===== config.mk =====
export PLATFORM = sky130hd
export DESIGN_NAME = modular_exponentiation_top
export DESIGN_NICKNAME = d
export VERILOG_FILES = /design/src/rtl/mexp_pkg.sv /design/src/rtl/modular_exponentiation_top.sv /design/src/rtl/mexp_ctrl.sv /design/src/rtl/mexp_dp.sv
export SDC_FILE = /design/constraint.sdc
export NUM_CORES = 2
export LEC_CHECK = 0
export ABC_AREA = 1
export BUFFER_PORTS_ARGS = -buffer_cell sky130_fd_sc_hd__clkbuf_2
export CAP_MARGIN = 15
export CELL_PAD_IN_SITES_DETAIL_PLACEMENT = 0
export CELL_PAD_IN_SITES_GLOBAL_PLACEMENT = 1
export CORE_ASPECT_RATIO = 0.9
export CORE_MARGIN = 2
export CORE_UTILIZATION = 45
export DETAILED_ROUTE_END_ITERATION = 10
export PLACE_DENSITY_LB_ADDON = 0.05
export SLEW_MARGIN = 20
export SYNTH_ARGS = -nofsm -noshare
export SYNTH_HDL_FRONTEND = slang
export SYNTH_SLANG_ARGS = --single-unit

===== constraint.sdc =====
create_clock -name clk -period 8 [get_ports clk]
set_input_delay 1.6 -clock clk [delete_from_list [all_inputs] [get_ports clk]]
set_output_delay 1.6 -clock clk [all_outputs]
set_load 0.1 [all_outputs]

===== src/rtl/mexp_pkg.sv =====
// ---------------------------------------------------------------------------
// mexp_pkg: shared types and constants for the modular exponentiation block
// Controller states, datapath operation codes, command and status words
// and configuration register indexes.
// ---------------------------------------------------------------------------
package mexp_pkg;

	// port width of every operand field
	localparam int DATA_W    = 32;
	localparam int CFG_IDX_W = 2;

	// configuration register indexes
	localparam logic [CFG_IDX_W-1:0] CFG_BASE    = 2'd0;
	localparam logic [CFG_IDX_W-1:0] CFG_MODULUS = 2'd1;

	typedef enum logic [2:0] {
		ST_IDLE,
		ST_CHKMOD,
		ST_CHECK,
		ST_MULT,
		ST_REDUCE,
		ST_WRITE,
		ST_FINISH
	} state_t;

	// which modular product the datapath forms
	typedef enum logic [1:0] {
		OP_BASE,   // base mod m
		OP_ACC,    // acc * base mod m
		OP_SQR     // base * base mod m
	} op_t;

	typedef struct packed {
		logic load;
		logic shift_e;
		logic mult;
		logic step;
		logic write;
		op_t  op;
	} cmd_t;

	typedef struct packed {
		logic m_zero;
		logic e_zero;
		logic e_lsb;
		logic e_rest_zero;
		logic red_last;
	} status_t;

endpackage


===== src/rtl/modular_exponentiation_top.sv =====
// ---------------------------------------------------------------------------
// modular_exponentiation_top: base ** exponent mod modulus
// Right-to-left square-and-multiply over a shared serial modular multiplier.
//
//  channel  | signals                              | handshake
//  ---------+--------------------------------------+-------------------------
//  config   | cfg_valid cfg_ready cfg_index cfg_data | valid & ready
//  input    | start busy exponent                   | start & !busy
//  result   | done power_result modulus_error       | done, one cycle
//
// Each modular multiply loads the product register, runs it through the
// two-bit-per-cycle reduction loop and writes the remainder back. A word
// takes one reduction of the base, then a multiply for each set exponent bit
// and a square for each bit below the top set one, at most 2*W multiplies.
// A new word is accepted only once the last one has finished. A zero modulus
// goes from the modulus check straight to the result strobe, modulus_error set.
// Reset clears the controller and sets base 0, modulus 1. The receiver
// cannot stall; busy stays high through the result strobe.
// ---------------------------------------------------------------------------
module modular_exponentiation_top #(
	parameter int OPERAND_WIDTH = 32
) (
	input  logic                           clk,
	input  logic                           arst_n,
	input  logic                           cfg_valid,
	output logic                           cfg_ready,
	input  logic [mexp_pkg::CFG_IDX_W-1:0] cfg_index,
	input  logic [mexp_pkg::DATA_W-1:0]    cfg_data,
	input  logic                           start,
	output logic                           busy,
	input  logic [mexp_pkg::DATA_W-1:0]    exponent,
	output logic                           done,
	output logic [mexp_pkg::DATA_W-1:0]    power_result,
	output logic                           modulus_error
);
	import mexp_pkg::*;

	logic [DATA_W-1:0] base_q, modulus_q;
	cmd_t              cmd;
	status_t           status;

	assign cfg_ready = 1'b1;

	// configuration registers
	always_ff @(posedge clk or negedge arst_n) begin
		if (!arst_n) begin
			base_q    <= '0;
			modulus_q <= DATA_W'(1);
		end else if (cfg_valid && cfg_ready) begin
			case (cfg_index)
				CFG_BASE:    base_q <= cfg_data;
				CFG_MODULUS: modulus_q <= cfg_data;
				default: begin
				end
			endcase
		end
	end

	mexp_ctrl u_ctrl (
		.clk    (clk),
		.arst_n (arst_n),
		.start  (start),
		.status (status),
		.cmd    (cmd),
		.busy   (busy),
		.done   (done)
	);

	mexp_dp #(
		.OPERAND_WIDTH (OPERAND_WIDTH)
	) u_dp (
		.clk           (clk),
		.arst_n        (arst_n),
		.cmd           (cmd),
		.base_value    (base_q),
		.modulus_value (modulus_q),
		.exponent      (exponent),
		.status        (status),
		.power_result  (power_result),
		.modulus_error (modulus_error)
	);

endmodule


===== src/rtl/mexp_ctrl.sv =====
// ---------------------------------------------------------------------------
// mexp_ctrl: square-and-multiply sequencer
// Walks the exponent bits, issuing one modular multiply per operation and
// waiting on the datapath reduction counter.
// ---------------------------------------------------------------------------
module mexp_ctrl (
	input  logic              clk,
	input  logic              arst_n,
	input  logic              start,
	input  mexp_pkg::status_t status,
	output mexp_pkg::cmd_t    cmd,
	output logic              busy,
	output logic              done
);
	import mexp_pkg::*;

	state_t state_q, state_d;
	op_t    op_q;
	logic   mul_done_q;   // multiply for the current exponent bit already done
	logic   want_mul;

	assign want_mul = status.e_lsb && !mul_done_q;

	// state register and operation tracking
	always_ff @(posedge clk or negedge arst_n) begin
		if (!arst_n) begin
			state_q    <= ST_IDLE;
			op_q       <= OP_BASE;
			mul_done_q <= 1'b0;
		end else begin
			state_q <= state_d;
			case (state_q)
				ST_CHKMOD: begin
					op_q       <= OP_BASE;
					mul_done_q <= 1'b0;
				end
				ST_CHECK: begin
					if (want_mul) op_q <= OP_ACC;
					else op_q <= OP_SQR;
				end
				ST_WRITE: begin
					mul_done_q <= (op_q == OP_ACC);
				end
				default: begin
				end
			endcase
		end
	end

	// next state
	always_comb begin
		state_d = state_q;
		case (state_q)
			ST_IDLE:   if (start) state_d = ST_CHKMOD;
			ST_CHKMOD: state_d = status.m_zero ? ST_FINISH : ST_MULT;
			ST_CHECK: begin
				if (status.e_zero) state_d = ST_FINISH;
				else if (want_mul) state_d = ST_MULT;
				else if (status.e_rest_zero) state_d = ST_FINISH;
				else state_d = ST_MULT;
			end
			ST_MULT:   state_d = ST_REDUCE;
			ST_REDUCE: if (status.red_last) state_d = ST_WRITE;
			ST_WRITE:  state_d = ST_CHECK;
			ST_FINISH: state_d = ST_IDLE;
			default:   state_d = ST_IDLE;
		endcase
	end

	// command outputs
	always_comb begin
		cmd.load    = (state_q == ST_IDLE) && start;
		cmd.shift_e = (state_q == ST_CHECK) && !status.e_zero && !want_mul;
		cmd.mult    = (state_q == ST_MULT);
		cmd.step    = (state_q == ST_REDUCE);
		cmd.write   = (state_q == ST_WRITE);
		cmd.op      = op_q;
		busy        = (state_q != ST_IDLE);
		done        = (state_q == ST_FINISH);
	end

endmodule


===== src/rtl/mexp_dp.sv =====
// ---------------------------------------------------------------------------
// mexp_dp: modular multiply datapath
// One multiplier feeding a product register, reduced by a restoring
// shift-subtract divider that retires two product bits a cycle.
// ---------------------------------------------------------------------------
module mexp_dp #(
	parameter int OPERAND_WIDTH = 32
) (
	input  logic                        clk,
	input  logic                        arst_n,
	input  mexp_pkg::cmd_t              cmd,
	input  logic [mexp_pkg::DATA_W-1:0] base_value,
	input  logic [mexp_pkg::DATA_W-1:0] modulus_value,
	input  logic [mexp_pkg::DATA_W-1:0] exponent,
	output mexp_pkg::status_t           status,
	output logic [mexp_pkg::DATA_W-1:0] power_result,
	output logic                        modulus_error
);
	import mexp_pkg::*;

	localparam int W     = OPERAND_WIDTH;
	localparam int CNT_W = $clog2(W);

	logic [W-1:0]     b_q, acc_q, e_q, m_q, rem_q;
	logic [2*W-1:0]   prod_q, prod_d;
	logic [CNT_W-1:0] cnt_q;
	logic [W-1:0]     op_a, op_b;
	logic [W:0]       m_ext, r1_raw, r1, r2_raw, r2;

	// multiplier operand select
	always_comb begin
		op_a   = (cmd.op == OP_ACC) ? acc_q : b_q;
		op_b   = (cmd.op == OP_BASE) ? W'(1) : b_q;
		prod_d = {{W{1'b0}}, op_a} * {{W{1'b0}}, op_b};
	end

	// two restoring division steps
	always_comb begin
		m_ext  = {1'b0, m_q};
		r1_raw = {rem_q, prod_q[2*W-1]};
		r1     = (r1_raw >= m_ext) ? (r1_raw - m_ext) : r1_raw;
		r2_raw = {r1[W-1:0], prod_q[2*W-2]};
		r2     = (r2_raw >= m_ext) ? (r2_raw - m_ext) : r2_raw;
	end

	// step counter
	always_ff @(posedge clk or negedge arst_n) begin
		if (!arst_n) begin
			cnt_q <= '0;
		end else if (cmd.mult) begin
			cnt_q <= '0;
		end else if (cmd.step) begin
			cnt_q <= cnt_q + CNT_W'(1);
		end
	end

	// operand, product and remainder registers
	always_ff @(posedge clk) begin
		if (cmd.load) begin
			b_q   <= base_value[W-1:0];
			m_q   <= modulus_value[W-1:0];
			e_q   <= exponent[W-1:0];
			acc_q <= W'(1);
		end
		if (cmd.shift_e) e_q <= {1'b0, e_q[W-1:1]};
		if (cmd.mult) begin
			prod_q <= prod_d;
			rem_q  <= '0;
		end else if (cmd.step) begin
			prod_q <= {prod_q[2*W-3:0], 2'b00};
			rem_q  <= r2[W-1:0];
		end
		if (cmd.write) begin
			if (cmd.op == OP_ACC) acc_q <= rem_q;
			else b_q <= rem_q;
		end
	end

	// status and result
	always_comb begin
		status.m_zero      = (m_q == '0);
		status.e_zero      = (e_q == '0);
		status.e_lsb       = e_q[0];
		status.e_rest_zero = (e_q[W-1:1] == '0);
		status.red_last    = (cnt_q == CNT_W'(W - 1));
		modulus_error      = status.m_zero;
		power_result       = status.m_zero ? '0 : DATA_W'(acc_q);
	end

endmodule


Word-level counts from Yosys, hierarchy flattened
Index checks and enable logic that the tools add are counted.

storage, ports and cells
  flip-flop bits (word level) = 299
  bits in latches = 0
  memory bits (writable) = 0
  bits in read-only memories = 0
  output and inout port bits = 36
  word-level logic and storage cells = 78
  memories = 0

operators by class
  add/subtract/negate cells = 3
  multipliers = 1
  divide/modulo/power cells = 0
  order comparisons = 2
  equality and inequality tests = 11
  shift operators = 0
  muxes and demuxes = 27
  bitwise operators = 0
  reductions and logical operators = 21

operator list
  kind                   number
  $mux W32               11
  $mux W64               2
  $ge A33 B32 Y1         2
  $logic_not A32 Y1      2
  $mul A32 B32 Y64       1
  $sub A32 B32 Y32       2
  $mux W31               2
  $logic_not A31 Y1      1
  $mux W3                6
  $pmux W3 S6            1
  $mux W5                2
  $eq A3 B3 Y1 const B   3
  $reduce_bool A2 Y1     4
  $eq A3 B2 Y1 const B   2
  $reduce_and A2 Y1      3
  $add A5 B1 Y5 const B  1
  $eq A5 B5 Y1 const B   1
  $eq A2 B1 Y1 const B   2
  $logic_and A1 B1 Y1    4
  $logic_not A2 Y1       2
  $pmux W2 S2            1
  $eq A3 B1 Y1 const B   1
  $logic_not A1 Y1       3
  $logic_not A3 Y1       1
  other kinds (5)        5

Depth between registers and ports, before layout
  word-level depth = 5
  depth in mapped cells = 39

Hierarchy
Synthesis repeated with hierarchy kept, for this count alone.

unflattened totals
  cells, all modules = 6442
  area total of the unflattened synthesis = 50299.5 sq um

by module, submodules not included
  module                      instances  cells each  area an instance (sq um)
  mexp_dp                     1          6105        47330.4
  modular_exponentiation_top  1          285         2622.5
  mexp_ctrl                   1          52          346.6

Least setup slack after synthesis
No wires, ideal clock.

  path type = register -> register
  start point = register u_ctrl.op_q[1]
  end point = register u_dp.prod_q[39], data pin
  library setup time = 254 ps
  arrival = 7180 ps
  data required time = 7746 ps
  slack = 566 ps
  cell stages (with the launch flop) = 35
  buffers on the path = 4
  cells stage by stage = dfrtp_1 > nor2_1 > inv_2 > buf_2 > buf_2 > o21a_1 > clkbuf_1 > inv_1 > buf_2 > nor2_1 > fa_1 > fa_1 > fa_1 > inv_1 > fa_1 > inv_1 > fa_1 > inv_1 > fa_1 > inv_1 > fa_1 > fa_1 > ha_1 > nand2_1 > nor2_1 > inv_1 > nor2_1 > nand4_1 > nand3_1 > nand2_1 > nand2_1 > a21oi_1 > or2_2 > nand3_1 > nand2_1

between the ends
  cells in the longest elaborated chain, start to end = 4
  elaborated cells between the ends (all ways) = 6
  classes of those cells = mul: 1; eq/ne: 1; mux: 3; reduce/logical: 1

ends and longest elaborated chain
  element                                                  line                          text
  start: declaration                                       mexp_ctrl.sv:18               op_t op_q;
  start signal: assignment                                 mexp_ctrl.sv:28               op_q <= OP_BASE;
  start signal: assignment                                 mexp_ctrl.sv:34               op_q <= OP_BASE;
  start signal: assignment                                 mexp_ctrl.sv:38               if (want_mul) op_q <= OP_ACC;
  $eq A2 B1 Y1 / $logic_not A2 Y1 (equally long branches)  mexp_dp.sv:32, mexp_dp.sv:33
  $mux W32, on equally long branches                       mexp_dp.sv:32, mexp_dp.sv:33
  $mul A32 B32 Y64 (*)                                     mexp_dp.sv:34                 prod_d = {{W{1'b0}}, op_a} * {{W{1'b0}}, op_b};
  $mux W64 (*)                                             mexp_dp.sv:66                 if (cmd.mult) begin
  end signal: assignment                                   mexp_dp.sv:67                 prod_q <= prod_d;
  end signal: assignment                                   mexp_dp.sv:70                 prod_q <= {prod_q[2*W-3:0], 2'b00};
  end: declaration                                         mexp_dp.sv:25                 logic [2*W-1:0] prod_q, prod_d;

Mark *: on every way between the ends. The rest lies on a longest branch, timed or not.
A chain may end at the register's enable or synchronous reset.

Worst setup path in the final report
  start point = register u_ctrl.op_q[1]
  end point = register u_dp.prod_q[51], data pin

The elaborated chain is that of the path after synthesis.

==> run summary <==
The flow ran to the end, and the final reports show no timing, DRC or antenna violations. The remaining antenna violation count came out at 0. The number of nets at the end of the flow is 8049. The class of the tightest hold or removal check is register to register. Leaving out filler cells and counting taps, the final layout contains between 8000 and 9000. The routed via count divided by cell count came out at 5.319. The total iterations of the first detailed-routing run came out at 6. The final setup skew came out at between 0.06 and 0.07 ns.

The weighted congestion at the end of routability-driven global placement is 1.003. The area of the core came out at 0.1096 mm2. The maximum number of pins on one net before global-route repair is 68. The number of top-level pins is 106.

The number of buffers inserted during clock tree synthesis came out at 38. The detailed-route wire length on metal 1 came out at just over 90000 um. In this run the most critical hold path is launched from modulus_q[24]. The path with the worst hold slack has its endpoint at u_dp.m_q[24]. Data on the critical path arrives at its endpoint at 8.28 ns. The total overflow left after global routing is 0. The summed negative setup slack over all endpoints is 0 ns.

The number of fill cells in the layout came out at 10792. The total routing resource utilization after global routing came out at 34.97%. The number of failing hold endpoints at the final stage was 0. The number of cells on the worst reg-to-reg path is 30. The worst-path maximum fanout is 7. In the layout the commonest cells are sky130_fd_sc_hd__inv_1, sky130_fd_sc_hd__nand2_1, sky130_fd_sc_hd__fa_1, sky130_fd_sc_hd__nor2_1, sky130_fd_sc_hd__buf_4. The worst-margin pin slew is 1.061 ns. The max-slew violation count is 0. For this run, the slowest stage of the critical path takes about 0.64 ns.

Among all stages on the critical path, the largest delay is contributed by sky130_fd_sc_hd__fa_1. The clock-pin slew reported for the worst setup and hold paths after clock tree synthesis came out at 0.06 ns. From left edge to right edge, the die measures 355.2 um.

STA classifies the critical path startpoint as a register. The total of buffers placed on input and output ports is 104. The setup check on the worst reg-to-reg path leaves a slack of 0.10 ns. The post-synthesis to final-layout area growth is 17.07%. The detailed placer's ending HPWL is 167100 um. The DRC violation count after routing came out at 0.

The initial antenna violation count came to 8. For this run, the number of Yosys warnings is 0. The number of max-cap violations came out at 0. The fraction of registers with async set/reset is 25.08%. The number of enable flip-flop cells after synthesis is 127. The final critical path takes up 98.73% of the cycle. The final setup violation count is 0.

The combined area of all synthesized cells came out at 0.04994 mm2. Subtracting the final worst setup slack from the clock period gives 7.898 ns. The register area is 0.007634 mm2. Setup repair after global routing could not meet its margin everywhere. By startpoint and endpoint, the worst setup path is classified as register to register. In the synthesized netlist the dominant register cell turns out to be sky130_fd_sc_hd__edfxtp_1. The via count of the first global-routing pass is 44409. The final standard cell utilization of the core came out at 53.32%.

The fraction of layout instances using a drive strength above 1 came out at 14.94%. The worst hold path was traced through 0 stages. The die span in y came out at 320.0 um.

The cell count after synthesis is 6327. Counting every sink on the clock net gives 299. The sequential area share after synthesis came out at between 15 and 20%. The net count after synthesis came out at 7624. The share of the synthesized area in the top cell type is 36.00%. The number of placed cells counting well taps is 8149.

The total via count after detailed routing is between 40000 and 50000. The cell area after layout is 0.05846 mm2. The detailed route wirelength on metal2 is ~80000 um. The highest clock rate is 0.1266 GHz. The top cell type by total area after synthesis is sky130_fd_sc_hd__fa_1. The critical path launch point is u_ctrl.op_q[1].

The average size of a mapped cell came out at 7.893 um2. The H-tree depth reported by CTS is 2. TritonCTS built the clock tree.

The initial utilization of the core area, before any placement, comes to 45.55%. The cell type with the highest occurrence count on the critical path is sky130_fd_sc_hd__fa_1. The die footprint came out at approximately 0.11 mm2. Leaving out fill and tap cells, the most frequent cell in the layout is sky130_fd_sc_hd__inv_1.

The longest clock path from root to sink contains 3 buffers. The average routed wire per standard cell is 23.75 um. Yosys attributes the largest share of cell area to sky130_fd_sc_hd__fa_1, sky130_fd_sc_hd__inv_1, sky130_fd_sc_hd__nand2_1. The met3 layer wire length in the routed design is between 20000 and 25000 um. The footprint of the multi-input gates came out at between 0.03 and 0.04 mm2. The netlist uses 57 different library cells. CTS placed an instance of sky130_fd_sc_hd__clkbuf_16 at the clock tree root. The sort of element at the end of the critical path is a register. The first-pass GRT wire length came out at 292300 um. In this run the critical register-to-register path is launched from u_ctrl.op_q[1]. The initial DRC count is between 4000 and 5000. The latest clock arrival within the worst-skew pair came out at between 0.6 and 0.7 ns. In this run the cell area measured after placement is 0.05570 mm2.

For this design, the CTS-stage hold fixing added 0 buffers. The total routed wirelength is 195900 um. The highest routed metal layer is met5. The initialized floorplan defines 115 standard-cell rows. The total of flip-flops plus latches after synthesis came out at 299. The worst slew margin relative to its limit came out at between 20% and 30%.

The end of the worst register-to-register path is u_dp.prod_q[51]. Data on the critical path is required at its endpoint by 8.38 ns.
[through the flow]
stage	setup slack, ns	hold slack (ns)
6_report	0.1017	0.4484
3_5_place_dp	-0.7780	0.4321
3_3_place_gp	-0.7851	0.4307
5_1_grt	-0.1465	0.4516
2_1_floorplan	0.5659	0.4253
4_1_cts	-0.05943	0.4451
[how the worst max path moves through the flow]
stage                 endpoint  slack, ns  cells after the start
3_5_place_dp   u_dp.prod_q[55]      -0.78                     33
3_3_place_gp   u_dp.prod_q[55]      -0.79                     33
2_1_floorplan  u_dp.prod_q[39]       0.57                     34
6_report       u_dp.prod_q[51]       0.10                     30
4_1_cts        u_dp.prod_q[55]      -0.06                     33
5_1_grt        u_dp.prod_q[53]      -0.15                     35
[worst max-delay path, delay by kind of cell, from the launching register on]
kind	cells	cell delay (ns)
fa+ha+maj	9	4.41
simple gates	12	1.67
buf+inv	9	1.20
flops	1	0.36
[area by class of cell]
type,count,area share (%)
inverter,1362,8.755
sequential,299,13.06
multi-input combinational,4424,63.83
tap,1462,3.129
clock buffer,50,1.738
clock inverter,20,0.4216
antenna,3,0.01284
timing repair buffer,627,9.061
[layer usage]
metal  vias up  GRT usage (%)
li1      19899              -
met1     22016          54.39
met2      1764          49.37
met3       182          8.040
met4         2          6.770
met5         -              0
[cell usage after synthesis, drive strengths merged (16+ instances only)]
cell type	instances
xor2	23
nand4	41
o21a	36
clkbuf	178
inv	1347
or2	20
edfxtp	127
dfrtp	74
nor2	923
xnor2	48
o211ai	16
a31oi	24
buf	64
nor3	28
a21oi	149
nor4	19
dfxtp	97
o21ai	252
fa	898
nand2	1298
nand3	196
o22ai	56
ha	329
o21bai	23
[state kept, by name (all words and copies together), names as in the netlist]
register	cells
u_dp.e_q	32
u_dp.rem_q	32
u_dp.prod_q	64
u_ctrl.state_q	3
u_dp.m_q	32
u_ctrl.op_q	2
u_dp.b_q	32
u_ctrl.mul_done_q	1
u_dp.cnt_q	5
base_q	32
u_dp.acc_q	32
modulus_q	32
[logic make-up (layout without fill, tap and decap cells)]
| family | count (synthesis) | after routing | share of synthesized area (%) |
|---|---|---|---|
| DFF | 299 | 299 | 15.29 |
| adders and majority gates | 1227 | 1227 | 44.24 |
| and+or+nand+nor | 2542 | 2542 | 20.34 |
| other | 1 | 4 | 0.007509 |
| buffers and inverters | 1604 | 2059 | 12.26 |
| xor gates and xnor gates | 71 | 71 | 1.245 |
| AOI/OAI and AO/OA | 583 | 583 | 6.622 |
[timing repair]
action | CTS | global route
gates resized for setup | 42 | 318
buffers inserted | 0 | 21
endpoints found under the hold margin | 0 | 0
endpoints found under the setup margin | 45 | 45
pin swaps | 0 | 60
cloned | 0 | 5
Power is not shown: default switching activity piles up to over one toggle a cycle in this logic, so the estimate is an artifact.
